[src/hdl/crtl_ram.sv]
// Generic single-port-write, single-port-read RAM with a registered read.
// Used for the range table storage; no dependencies.
`default_nettype none

module crtl_ram #(
	parameter int DATA_W = 8,
	parameter int DEPTH = 16,
	localparam int AW = (DEPTH > 1) ? $clog2(DEPTH) : 1
) (
	input  wire logic              clk,
	input  wire logic              we,
	input  wire logic [AW-1:0]     waddr,
	input  wire logic [DATA_W-1:0] wdata,
	input  wire logic [AW-1:0]     raddr,
	output logic      [DATA_W-1:0] rdata
);

	logic [DATA_W-1:0] mem [DEPTH];

	// Write port and registered read port.
	always_ff @(posedge clk) begin
		if (we) begin
			mem[waddr] <= wdata;
		end
		rdata <= mem[raddr];
	end

endmodule

`default_nettype wire

[config.mk]
export PLATFORM = sky130hd
export DESIGN_NAME = crtl_ram
export DESIGN_NICKNAME = d
export VERILOG_FILES = /design/src/hdl/crtl_ram.sv
export SDC_FILE = /design/constraint.sdc
export NUM_CORES = 1
export LEC_CHECK = 0
export BUFFER_PORTS_ARGS = -buffer_cell sky130_fd_sc_hd__buf_2
export CORE_ASPECT_RATIO = 0.5
export CORE_MARGIN = 1.5
export CORE_UTILIZATION = 45
export CTS_CLUSTER_DIAMETER = 30
export DETAILED_ROUTE_END_ITERATION = 10
export GPL_TIMING_DRIVEN = 0
export SYNTH_ARGS = -nofsm -noshare
export SYNTH_HDL_FRONTEND = slang
export SYNTH_SLANG_ARGS = --single-unit
[constraint.sdc]
create_clock -name clk -period 2 [get_ports clk]
set_clock_uncertainty 0.2 [all_clocks]
set_input_delay 0.5 -clock clk [delete_from_list [all_inputs] [get_ports clk]]
set_output_delay 0.5 -clock clk [all_outputs]
set_load 0.01 [all_outputs]
==> run summary <==
first-pass GRT wire length: 15000 um
initial antenna violation count: 0
Crit. End Element: flop
critical-path maximum fanout: 8
clk buf depth: 2
most common cell after layout, fill and taps aside: edfxtp_1
Routed WL: 10100 um
num rows: 27
Yosys cell types: 19
DR pass1 iterations: 4
Tcrit/Tclk final: 96.8%
worst slew pin tran: 852 ps
final setup violation count: 0
number of global-route vias before repair: 2490
register area share after synthesis: 77.8%
gr usage total: 18.5%
Startpoint Class: input port
area of the core: 11100 um2
Final min period: 1940 ps
Mapped Area: 5150 um2
Slew Limit Fails: 0
vias after detailed routing: 2397
Clock Latency Late Sink: 410 ps
ant diodes: 0
placed wire-length estimate: 6530 um
DRC violation count after routing: 0
CTS Hold Bufs: 0
outcome: finished clean
die span in y: 78.6 um
CTS tree: built
Fin. Hold Viols: 0
syn nets: 247
final instance area: 5990 um2
number of clock sinks: 136
TritonCTS Buffers: 17
GR Overflow Total: 0
HP Class: input port to flop
H-tree depth: 4
Seq cells post-synth: 136
fillers: 849
Place WS: -637 ps
most frequent cells in the layout: 128 x edfxtp_1, 27 x buf_2, 18 x mux4_2
Worst EP required: 1840 ps
area of placed instances: 5450 um2
PortBufs: 24
RePlAce Congestion: 0.747
Cells after Synth: 229
unrepaired setup endpoints after global routing: no
CP Data Arrival Time: 1770 ps
Die W: 154 um
vias per cell: 5.57
die area: 12100 um2
share of cells above drive strength 1: 29.8%
Pleak: 2.00 nW
Avg WL per Cell: 23.6 um
Syn Area/Cell: 22.5 um2
Setup Crit Path Kind: input port to flop
maximum vdd drop: 583 uV
power per cell area: 1040 nW/um2
max_cap viols: 0
final worst slack: 64.8 ps
Starting Density: 46.5%
FF+latch area: 4000 um2
Synthesis Warnings: 0
Detailed Route Iter0 Violations: 223
relative slew slack: 43.0%
final net count: 290
CTS Root Cell: clkbuf_16
area of the multi-input gates: 1080 um2
clk slew on worst S/H paths: 50 ps
largest net degree at the start of global routing: 17
f_max: 517 MHz
antenna viol nets, final: 0
Area growth, synth to finish: 16.5%
# IOs: 26
## worst max-delay path, stage by stage
cell	delay, ps
buf_2	110
or3b_2	540
nor3_2	620
## where the power goes
group	leakage, nW	internal (W)	switching (W)	total [W]
Clock	0.260	0.00167	0.00108	0.00275
Sequential	1.22	0.00319	0.0000145	0.00320
Combinational	0.519	0.000127	0.000186	0.000312
## Yosys cell counts
cell / count / share of area (%)
edfxtp_1: 128 / 75
mux4_2: 18 / 7.9
a22oi_1: 16 / 2.3
mux4_1: 14 / 7.1
nor2_1: 13 / 0.95
nand2_1: 9 / 0.66
dfxtp_1: 8 / 3.1
nor3_1: 4 / 0.39
buf_2: 3 / 0.29
buf_6: 3 / 0.66
clkdlybuf4s25_2: 3 / 0.58
nand2b_1: 2 / 0.24
nand3b_1: 2 / 0.29
and2_1: 1 / 0.12
and2b_1: 1 / 0.15
buf_4: 1 / 0.15
nand3_1: 1 / 0.097
nor2b_1: 1 / 0.12
or3b_2: 1 / 0.17
## what timing repair did
item,in CTS,in global routing
setup buffers,0,0
endpoints found under the setup margin,8,24
endpoints found under the hold margin,0,0
gates cloned,0,0
resized for setup,1,4
## final cells by class
| type | count | share of cell area [%] |
|---|---|---|
| buffer | 10 | 1.44 |
| clock buffer | 19 | 7.22 |
| clock inverter | 13 | 1.46 |
| multi-input combinational | 83 | 18.1 |
| sequential | 136 | 66.8 |
| tap | 145 | 3.03 |
| timing repair buffer | 24 | 2.00 |
## final timing paths
kind / slack (ps) / cells past startpoint / end / startpoint
max: 60 / 3 / mem[0][0]$_DFFE_PP_ / waddr[2]
max reg2reg: 220 / 3 / rdata[3]$_DFF_P_ / mem[9][3]$_DFFE_PP_
min: 280 / 1 / mem[6][6]$_DFFE_PP_ / wdata[6]
min reg2reg: 480 / 3 / rdata[5]$_DFF_P_ / mem[14][5]$_DFFE_PP_
## state kept, by name, summed over array words and instances, names as in the netlist
register	count
mem	128
rdata	8
## logic make-up after synthesis
family / count (synthesis) / share of synthesized area [%]
flip-flops: 136 / 77.8
AND/OR/NAND/NOR: 35 / 3.18
multiplexers: 32 / 15.0
AO/OA/AOI/OAI: 16 / 2.33
buffers and inverters: 10 / 1.68
## per-layer routing
| metal | up-vias | GRT usage (%) | routed length (um) |
|---|---|---|---|
| met1 | 1265 | 25.2 | 4400 |
| met4 | 0 | 9.71 | 89 |
| met3 | 6 | 3.81 | 554 |
| met2 | 67 | 28.6 | 5090 |
| li1 | 1059 | - | - |
| met5 | - | 0 | 0 |
## metrics by stage
step	setup TNS [ps]	total power [W]	hold WS (ps)	std cells	util, %
detailed placement	-31380	0.00358	474	398	49.2
finish	0	0.00626	278	430	54.1
CTS	0	0.00632	266	430	54.0
global placement	-28950	0.00356	457	398	49.2
floorplan	0	0.00343	399	229	-
global route	0	0.00644	284	430	54.1
Power figures use the tool's default switching activity.
